--- src/rpn_pkg.sv ---
package rpn_pkg;
	localparam int STACK_DEPTH = 64;
	localparam int AW = $clog2(STACK_DEPTH);
	localparam int CW = $clog2(STACK_DEPTH + 1);
	localparam int DW = 32;

	localparam logic [2:0] KIND_NUM = 3'd0;
	localparam logic [2:0] KIND_ADD = 3'd1;
	localparam logic [2:0] KIND_SUB = 3'd2;
	localparam logic [2:0] KIND_MUL = 3'd3;
	localparam logic [2:0] KIND_DIV = 3'd4;

	localparam logic [1:0] ST_OK    = 2'd0;
	localparam logic [1:0] ST_UNDER = 2'd1;
	localparam logic [1:0] ST_OVER  = 2'd2;
	localparam logic [1:0] ST_DIV0  = 2'd3;

	typedef struct packed {
		logic [2:0]  kind;
		logic signed [31:0] operand;
		logic        last;
	} tok_t;

	typedef struct packed {
		logic signed [31:0] top_value;
		logic [6:0]  depth;
		logic [1:0]  status;
		logic        final_res;
	} res_t;
endpackage

--- src/rpn_if.sv ---
interface rpn_tok_if;
	import rpn_pkg::*;
	logic valid;
	logic ready;
	tok_t data;
	modport source (output valid, output data, input ready);
	modport sink (input valid, input data, output ready);
endinterface

interface rpn_res_if;
	import rpn_pkg::*;
	logic valid;
	logic ready;
	res_t data;
	modport source (output valid, output data, input ready);
	modport sink (input valid, input data, output ready);
endinterface

--- src/rpn_ram.sv ---
module rpn_ram #(
	parameter int WIDTH = 32,
	parameter int DEPTH = 64
) (
	input  logic                     clk,
	input  logic                     we,
	input  logic [$clog2(DEPTH)-1:0] waddr,
	input  logic [WIDTH-1:0]         wdata,
	input  logic [$clog2(DEPTH)-1:0] raddr,
	output logic [WIDTH-1:0]         rdata
);
	logic [WIDTH-1:0] mem [DEPTH];

	always_ff @(posedge clk) begin
		if (we) mem[waddr] <= wdata;
		rdata <= mem[raddr];
	end
endmodule

--- src/rpn_div.sv ---
module rpn_div (
	input  logic        clk,
	input  logic        arst_n,
	input  logic        start,
	input  logic [31:0] num,
	input  logic [31:0] den,
	output logic        done,
	output logic [31:0] quot
);
	import rpn_pkg::*;

	logic [31:0] q_q, d_q;
	logic [32:0] r_q;
	logic [5:0]  cnt_q;
	logic        busy_q, neg_q;
	logic [32:0] r_sh, r_sub;

	assign r_sh  = {r_q[31:0], q_q[31]};
	assign r_sub = r_sh - {1'b0, d_q};

	always_ff @(posedge clk or negedge arst_n) begin
		if (!arst_n) begin
			busy_q <= 1'b0;
			cnt_q  <= '0;
			done   <= 1'b0;
		end else begin
			done <= 1'b0;
			if (start) begin
				busy_q <= 1'b1;
				cnt_q  <= 6'd32;
			end else if (busy_q) begin
				cnt_q <= cnt_q - 6'd1;
				if (cnt_q == 6'd1) begin
					busy_q <= 1'b0;
					done   <= 1'b1;
				end
			end
		end
	end

	// one quotient bit a cycle on magnitudes
	always_ff @(posedge clk) begin
		if (start) begin
			q_q   <= num[31] ? 32'(-num) : num;
			d_q   <= den[31] ? 32'(-den) : den;
			r_q   <= '0;
			neg_q <= num[31] ^ den[31];
		end else if (busy_q) begin
			if (!r_sub[32]) begin
				r_q <= r_sub;
				q_q <= {q_q[30:0], 1'b1};
			end else begin
				r_q <= r_sh;
				q_q <= {q_q[30:0], 1'b0};
			end
		end
	end

	assign quot = neg_q ? 32'(-q_q) : q_q;
endmodule

--- src/rpn_stack_evaluator_core.sv ---
// channel | dir | payload
// tok     | in  | kind, operand, last
// res     | out | top_value, depth, status, final_res
// Number, unused kinds, underflow, overflow: IDLE, TOP, OUT, then the result register.
// Add, sub, mul, divide by zero: IDLE, RDB, RDA, EXE, TOP, OUT, then the result register.
// Divide: as add, with DIV between EXE and TOP, waiting on the 32-step one-bit divider.
// Reset clears the count and the FSM; the RAM holds no reset.
// The next item is taken while a result waits; hold in the output state until it leaves.
module rpn_stack_evaluator_core (
	input logic clk,
	input logic arst_n,
	rpn_tok_if.sink tok,
	rpn_res_if.source res
);
	import rpn_pkg::*;

	localparam logic [2:0] S_IDLE = 3'd0, S_RDB = 3'd1, S_RDA = 3'd2, S_EXE = 3'd3,
		S_DIV = 3'd4, S_TOP = 3'd5, S_OUT = 3'd6;

	logic [2:0]    st_q;
	logic [CW-1:0] cnt_q;
	tok_t          tk_q;
	logic [31:0]   b_q, a_q;
	logic [1:0]    stat_q;
	logic          we;
	logic [AW-1:0] waddr, raddr;
	logic [31:0]   wdata, rdata, quot;
	logic          div_start, div_done;
	logic [31:0]   mul_r;

	rpn_ram #(.WIDTH(DW), .DEPTH(STACK_DEPTH)) u_ram (
		.clk, .we, .waddr, .wdata, .raddr, .rdata
	);

	rpn_div u_div (
		.clk, .arst_n, .start(div_start), .num(a_q), .den(b_q),
		.done(div_done), .quot
	);

	assign tok.ready = (st_q == S_IDLE);
	assign mul_r = 32'(a_q * b_q);
	assign div_start = (st_q == S_EXE) && (tk_q.kind == KIND_DIV) && (b_q != '0);

	always_comb begin
		raddr = AW'(cnt_q - CW'(1));
		if (st_q == S_RDB) raddr = AW'(cnt_q - CW'(2));
		we = 1'b0;
		waddr = AW'(cnt_q - CW'(2));
		wdata = '0;
		if (tok.valid && tok.ready && tok.data.kind == KIND_NUM
			&& cnt_q != CW'(STACK_DEPTH)) begin
			we = 1'b1; waddr = AW'(cnt_q); wdata = tok.data.operand;
		end else if (st_q == S_EXE && tk_q.kind != KIND_DIV) begin
			we = 1'b1;
			case (tk_q.kind)
				KIND_ADD: wdata = a_q + b_q;
				KIND_SUB: wdata = a_q - b_q;
				default:  wdata = mul_r;
			endcase
		end else if (st_q == S_DIV && div_done) begin
			we = 1'b1; wdata = quot;
		end
	end

	always_ff @(posedge clk or negedge arst_n) begin
		if (!arst_n) begin
			st_q <= S_IDLE;
			cnt_q <= '0;
			res.valid <= 1'b0;
		end else begin
			if (st_q == S_OUT && (!res.valid || res.ready)) res.valid <= 1'b1;
			else if (res.ready) res.valid <= 1'b0;
			unique case (st_q)
				S_IDLE: if (tok.valid && tok.ready) begin
					tk_q <= tok.data;
					stat_q <= ST_OK;
					if (tok.data.kind == KIND_NUM) begin
						if (cnt_q == CW'(STACK_DEPTH)) stat_q <= ST_OVER;
						else cnt_q <= cnt_q + CW'(1);
						st_q <= S_TOP;
					end else if (tok.data.kind > KIND_DIV) begin
						st_q <= S_TOP;
					end else if (cnt_q < CW'(2)) begin
						stat_q <= ST_UNDER;
						st_q <= S_TOP;
					end else st_q <= S_RDB;
				end
				// top entry was read at the accepting edge, the deeper one in RDB
				S_RDB: begin b_q <= rdata; st_q <= S_RDA; end
				S_RDA: begin a_q <= rdata; st_q <= S_EXE; end
				S_EXE: begin
					if (tk_q.kind == KIND_DIV) begin
						if (b_q == '0) begin stat_q <= ST_DIV0; st_q <= S_TOP; end
						else st_q <= S_DIV;
					end else begin
						cnt_q <= cnt_q - CW'(1);
						st_q <= S_TOP;
					end
				end
				S_DIV: if (div_done) begin
					cnt_q <= cnt_q - CW'(1);
					st_q <= S_TOP;
				end
				S_TOP: st_q <= S_OUT;
				S_OUT: if (!res.valid || res.ready) begin
					res.data.top_value <= (cnt_q == '0) ? '0 : rdata;
					res.data.depth <= 7'(cnt_q);
					res.data.status <= stat_q;
					res.data.final_res <= tk_q.last;
					if (tk_q.last) cnt_q <= '0;
					st_q <= S_IDLE;
				end
				default: st_q <= S_IDLE;
			endcase
		end
	end

`ifndef NO_ASSERTIONS
	a_cnt_range: assert property (@(posedge clk) disable iff (!arst_n)
		cnt_q <= CW'(STACK_DEPTH)) else $error("count beyond depth");
	a_no_accept_busy: assert property (@(posedge clk) disable iff (!arst_n)
		st_q != S_IDLE |-> !tok.ready) else $error("ready while busy");
	a_out_once: assert property (@(posedge clk) disable iff (!arst_n)
		st_q == S_OUT |=> res.valid) else $error("result not raised");
`endif
endmodule

--- src/flat_wrapper.sv ---
// flat-port wrapper written by rule: the top's interface ports become plain ports
module rpn_stack_evaluator_core_flat import rpn_pkg::*;
  (clk, arst_n, tok_valid, tok_data, tok_ready, res_valid, res_data, res_ready);
  rpn_tok_if tok_i ();
  rpn_res_if res_i ();
  input logic clk;
  input logic arst_n;
  input wire logic [$bits(tok_i.valid)-1:0] tok_valid;
  input wire logic [$bits(tok_i.data)-1:0] tok_data;
  output wire logic [$bits(tok_i.ready)-1:0] tok_ready;
  output wire logic [$bits(res_i.valid)-1:0] res_valid;
  output wire logic [$bits(res_i.data)-1:0] res_data;
  input wire logic [$bits(res_i.ready)-1:0] res_ready;
  assign tok_i.valid = tok_valid;
  assign tok_i.data = tok_data;
  assign tok_ready = tok_i.ready;
  assign res_valid = res_i.valid;
  assign res_data = res_i.data;
  assign res_i.ready = res_ready;
  rpn_stack_evaluator_core u_core (.clk(clk), .arst_n(arst_n), .tok(tok_i), .res(res_i));
endmodule
--- config.mk ---
export PLATFORM = sky130hd
export DESIGN_NAME = rpn_stack_evaluator_core_flat
export DESIGN_NICKNAME = d
export VERILOG_FILES = /design/src/rpn_pkg.sv /design/src/rpn_if.sv /design/src/rpn_ram.sv /design/src/rpn_div.sv /design/src/rpn_stack_evaluator_core.sv /design/src/flat_wrapper.sv
export SDC_FILE = /design/constraint.sdc
export NUM_CORES = 2
export LEC_CHECK = 0
export CORE_MARGIN = 3
export CORE_UTILIZATION = 40
export CTS_BUF_LIST = sky130_fd_sc_hd__clkbuf_8 sky130_fd_sc_hd__clkbuf_16
export DETAILED_ROUTE_END_ITERATION = 10
export DONT_BUFFER_PORTS = 1
export SYNTH_ARGS = -nofsm -noshare
export SYNTH_HDL_FRONTEND = slang
export SYNTH_SLANG_ARGS = --single-unit
--- constraint.sdc ---
create_clock -name clk -period 14 [get_ports clk]
set_clock_uncertainty 0.2 [all_clocks]
set_input_delay 1.4 -clock clk [delete_from_list [all_inputs] [get_ports clk]]
set_output_delay 1.4 -clock clk [all_outputs]
set_load 0.03 [all_outputs]
==> flow_results.org <==
** Timing
- Total Negative Setup Slacks :: 0 ps
- The count of pins over their slew limit came to 0.
- RSZ-0062 raised after global routing :: no
- Across all hold checks on the routed design, the worst slack comes to 275 ps.
- Setup violations remaining at the end of the flow were counted as 0.
- Worst slew margin relative to its limit :: 12.6%
- Hold Vio Cnt, Final :: 0
- FMAX :: 0.116 GHz
- Worst slew pin tran :: 1310 ps
- The clock period could shrink to 8630 ps.
- Crit share post-route :: 61.7%

** Logic synthesis
- Synth Cell Area :: 110000 um^2
- Yosys warns :: 0
- In this run, synthesis inferred 2225 flip-flops with an integrated enable.
- Sequential cells were found to cover 62.2% of the synthesized design area.
- Of all flip-flops after synthesis, the portion carrying an async set or reset was 0.823%.
- Count of unique library cells instantiated by Yosys :: 84
- Post-Synthesis Net Count :: 7440
- Mapped Cells :: 6792
- Total of flip-flops plus latches after synthesis :: 2308
- Syn Area/Cell :: 16.2 um^2
- Top FF cell, synth :: sky130_fd_sc_hd__edfxtp_1

** Floorplan
- After floorplanning, the core was divided into 192 placement rows.
- In this run the horizontal extent of the chip is 531 um.
- For this configuration, the core starts out at a cell density of 40.2%.
- For this design the top-level I/O count stands at 84.
- Standard cell core area :: 274000 um^2
- The die covers 282000 um^2.
- Die H :: 531 um

** Detailed routing
- Via-per-instance ratio :: 5.70
- Across all layers, the routed design uses 60900 vias.
- Antenna-violating nets left :: 0
- In this run, the number of DRC markers left after iteration 0 of detailed routing was 6473.
- Mean routed wirelength per cell :: 29.2 um
- # DRC :: 0
- Total wirelength of the detailed-routed design :: 312000 um
- Count of TritonRoute iterations in the first routing pass :: 6

** Global routing
- Initial antenna violation count :: 45
- Pin count of the biggest net entering global routing :: 147
- Global routing finished with a remaining overflow of 0.
- In the global route stage, overall resource usage came out at 22.1%.
- Number of global-route vias before repair :: 62600
- First-pass GRT wire length :: 449000 um

** Clock tree
- Clock tree synthesis inserted a total of 243 buffers.
- Later-pin clock latency in the skew report :: 910 ps
- Number of sinks driven by the clock tree :: 2308
- Cell at the root of the clock tree :: sky130_fd_sc_hd__clkbuf_16
- The H-tree generated during clock tree synthesis spans 4 levels.
- Clock tree from TritonCTS :: yes
- CTS-repair resized insts :: 0
- The clock passes through at most 4 buffers.
- Clock-pin slew was measured on the worst setup and hold paths at 60 ps.

** Finish
- Fill cell instance count of the final layout :: 23700
- NumNets Final :: 7502
- Share of post-route cells with drive strength above 1 :: 17.5%
- Syn-to-layout area delta :: 12.1%
- The finished cells cover 123000 um^2.
- Post-layout instance count excluding filler cells :: 10700

** Critical path
- In this run the worst path has a maximum fanout of 64.
- The worst setup path is of the register to register kind.
- Register-to-Register Setup Slack :: 5370 ps
- Depth of the worst register-to-register path :: 26
- The worst register-to-register path ends at u_core.u_ram.mem[50][30]$_DFFE_PP_.
- Worst EP required :: 14370 ps
- CP Capture Type :: register
- Arrival time worst endpoint :: 9010 ps
- The most critical setup path has its endpoint at u_core.u_ram.mem[50][30]$_DFFE_PP_.
- The most critical setup path has its startpoint at u_core.b_q[2]$_DFFE_PP_.
- The worst setup path is launched from a register.
- The startpoint identified for the worst register-to-register timing path is u_core.b_q[2]$_DFFE_PP_.

** Run status
- Result of the run :: finished, final reports clean

** Run
- Reported max-cap violation count :: 0

** Placement
- RD Place Congestion :: 0.904
- In this run the cell area measured after placement is 116000 um^2.
- Dpl cells :: 10200
- Input and output buffers added on the ports amount to 0.
- Half-perimeter wire length after detailed placement :: 191000 um

** Hold path
- Worst min path class :: register to register
logic make-up (layout without fill, tap and decap cells):
group           Yosys count  in the layout  share of synthesized area [%]
compound gates          773            773                           4.40
xor+xnor                271            271                           2.15
buf+inv                 834           1094                           2.91
simple gates           1304           1304                           6.10
flops                  2308           2308                           62.2
other cells               0             46                              0
fa+ha+maj               608            608                           9.70
mux                     694            694                           12.5
synthesized netlist by cell type, drive strengths merged, types with 46 or more instances:
master,count,area (um^2)
edfxtp,2225,66800
mux4,544,12300
inv,444,1670
nand2,413,1550
fa,410,8210
and2,345,2160
clkbuf,289,1090
a21oi,247,1240
ha,198,2480
o21ai,175,876
nor2,166,626
xnor2,158,1380
mux2i,149,1490
nor2b,145,907
a211oi,141,1060
xor2,113,990
buf,99,448
dfxtp,64,1280
nand3,46,235
layout make-up:
cell class,count,area (um^2),share of cell area [%]
clock buffer,255,6300,5.10
multi-input combinational,3650,39200,31.8
tap,3589,4490,3.64
antenna,46,115,0.0932
inverter,446,1670,1.36
clock inverter,188,1450,1.18
timing repair buffer,205,1660,1.34
sequential,2308,68600,55.5
sequential cells by signal (all words and copies together), names as in the netlist, 2 cells and up:
name / cells
u_core.tk_q: 4
u_core.cnt_q: 7
u_core.res.data: 42
u_core.st_q: 3
u_core.b_q: 32
u_core.u_div.q_q: 32
u_core.u_div.d_q: 32
u_core.u_div.cnt_q: 6
u_core.u_ram.mem: 2048
u_core.u_div.r_q: 32
u_core.u_ram.rdata: 32
u_core.stat_q: 2
u_core.a_q: 32
through the flow:
step	setup WS, ps	util (%)
3_5_place_dp	5470	42.2
3_3_place_gp	5580	42.2
6_report	5370	45.1
5_1_grt	5110	45.1
4_1_cts	5440	45.0
2_1_floorplan	4230	-
repair_timing:
item | 4_1_cts | 5_1_grt
endpoints found under the hold margin | 13 | 0
hold buffers | 2 | 0
buffers inserted | 0 | 0
worst min path at each step:
stage	from	endpoint	depth (start not counted)
6_report	u_core.u_div.r_q[30]$_SDFFE_PP0P_	u_core.u_div.r_q[30]$_SDFFE_PP0P_	2
5_1_grt	u_core.u_div.r_q[30]$_SDFFE_PP0P_	u_core.u_div.r_q[30]$_SDFFE_PP0P_	2
4_1_cts	u_core.u_div.r_q[30]$_SDFFE_PP0P_	u_core.u_div.r_q[30]$_SDFFE_PP0P_	2
3_5_place_dp	u_core.u_div.r_q[30]$_SDFFE_PP0P_	u_core.u_div.r_q[30]$_SDFFE_PP0P_	2
3_3_place_gp	u_core.u_div.r_q[30]$_SDFFE_PP0P_	u_core.u_div.r_q[30]$_SDFFE_PP0P_	2
2_1_floorplan	u_core.stat_q[0]$_SDFFCE_PP1P_	u_core.res.data[1]$_DFFE_PP_	0
per-layer routing:
layer | track usage (%) | part of all wire (%)
met2 | 37.2 | 50
met4 | 9.81 | 4.6
met1 | 28.3 | 39
met5 | 0 | 0.0055
met3 | 3.46 | 6.4
cells in the final DEF (no fill, tap or decap), types with 11 or more instances in the layout:
cell type	count
sky130_fd_sc_hd__xnor2_1	154
sky130_fd_sc_hd__nor3_2	12
sky130_fd_sc_hd__a31oi_1	21
sky130_fd_sc_hd__fa_1	410
sky130_fd_sc_hd__and2_1	345
sky130_fd_sc_hd__o41ai_1	12
sky130_fd_sc_hd__nand2_1	412
sky130_fd_sc_hd__nand2b_1	28
sky130_fd_sc_hd__clkinv_1	50
sky130_fd_sc_hd__or4_1	12
sky130_fd_sc_hd__mux2i_1	148
sky130_fd_sc_hd__edfxtp_1	2225
sky130_fd_sc_hd__nor2_1	105
sky130_fd_sc_hd__a21o_1	32
sky130_fd_sc_hd__inv_1	485
sky130_fd_sc_hd__mux4_2	544
sky130_fd_sc_hd__a211oi_1	141
sky130_fd_sc_hd__dfxtp_1	64
sky130_fd_sc_hd__o21ai_0	164
sky130_fd_sc_hd__o31ai_1	31
sky130_fd_sc_hd__a21oi_1	238
sky130_fd_sc_hd__ha_1	198
sky130_fd_sc_hd__clkbuf_16	248
sky130_fd_sc_hd__bufinv_16	20
sky130_fd_sc_hd__nand4_1	19
sky130_fd_sc_hd__nor2_4	60
sky130_fd_sc_hd__dfrtp_1	19
sky130_fd_sc_hd__a221oi_1	12
sky130_fd_sc_hd__nand3_1	43
sky130_fd_sc_hd__clkinv_2	49
sky130_fd_sc_hd__xor2_1	111
sky130_fd_sc_hd__nor3_1	30
sky130_fd_sc_hd__nor3b_1	11
sky130_fd_sc_hd__buf_4	194
sky130_fd_sc_hd__nor2b_1	145
sky130_fd_sc_hd__or3_1	31
sky130_fd_sc_hd__diode_2	46
critical path, cell delays in order (launching register included):
cell,delay [ps]
sky130_fd_sc_hd__edfxtp_1,360
sky130_fd_sc_hd__buf_4,270
sky130_fd_sc_hd__and2_1,250
sky130_fd_sc_hd__fa_1,530
sky130_fd_sc_hd__inv_1,50
sky130_fd_sc_hd__fa_1,490
sky130_fd_sc_hd__fa_1,460
sky130_fd_sc_hd__fa_1,550
sky130_fd_sc_hd__inv_1,50
sky130_fd_sc_hd__fa_1,500
sky130_fd_sc_hd__inv_1,60
sky130_fd_sc_hd__fa_1,570
sky130_fd_sc_hd__inv_1,70
sky130_fd_sc_hd__fa_1,490
sky130_fd_sc_hd__fa_1,430
sky130_fd_sc_hd__ha_1,370
sky130_fd_sc_hd__a21o_1,230
sky130_fd_sc_hd__nand3_1,110
sky130_fd_sc_hd__nand2_1,100
sky130_fd_sc_hd__nor2_1,110
sky130_fd_sc_hd__nand3_1,110
sky130_fd_sc_hd__a31o_2,290
sky130_fd_sc_hd__a31oi_1,520
sky130_fd_sc_hd__o2111a_1,280
sky130_fd_sc_hd__a21oi_1,60
sky130_fd_sc_hd__a21oi_4,130
sky130_fd_sc_hd__buf_4,540
Power is left out: the tool's default activity adds up to more than one toggle a clock period on the data nets, which glitch-free logic cannot reach.
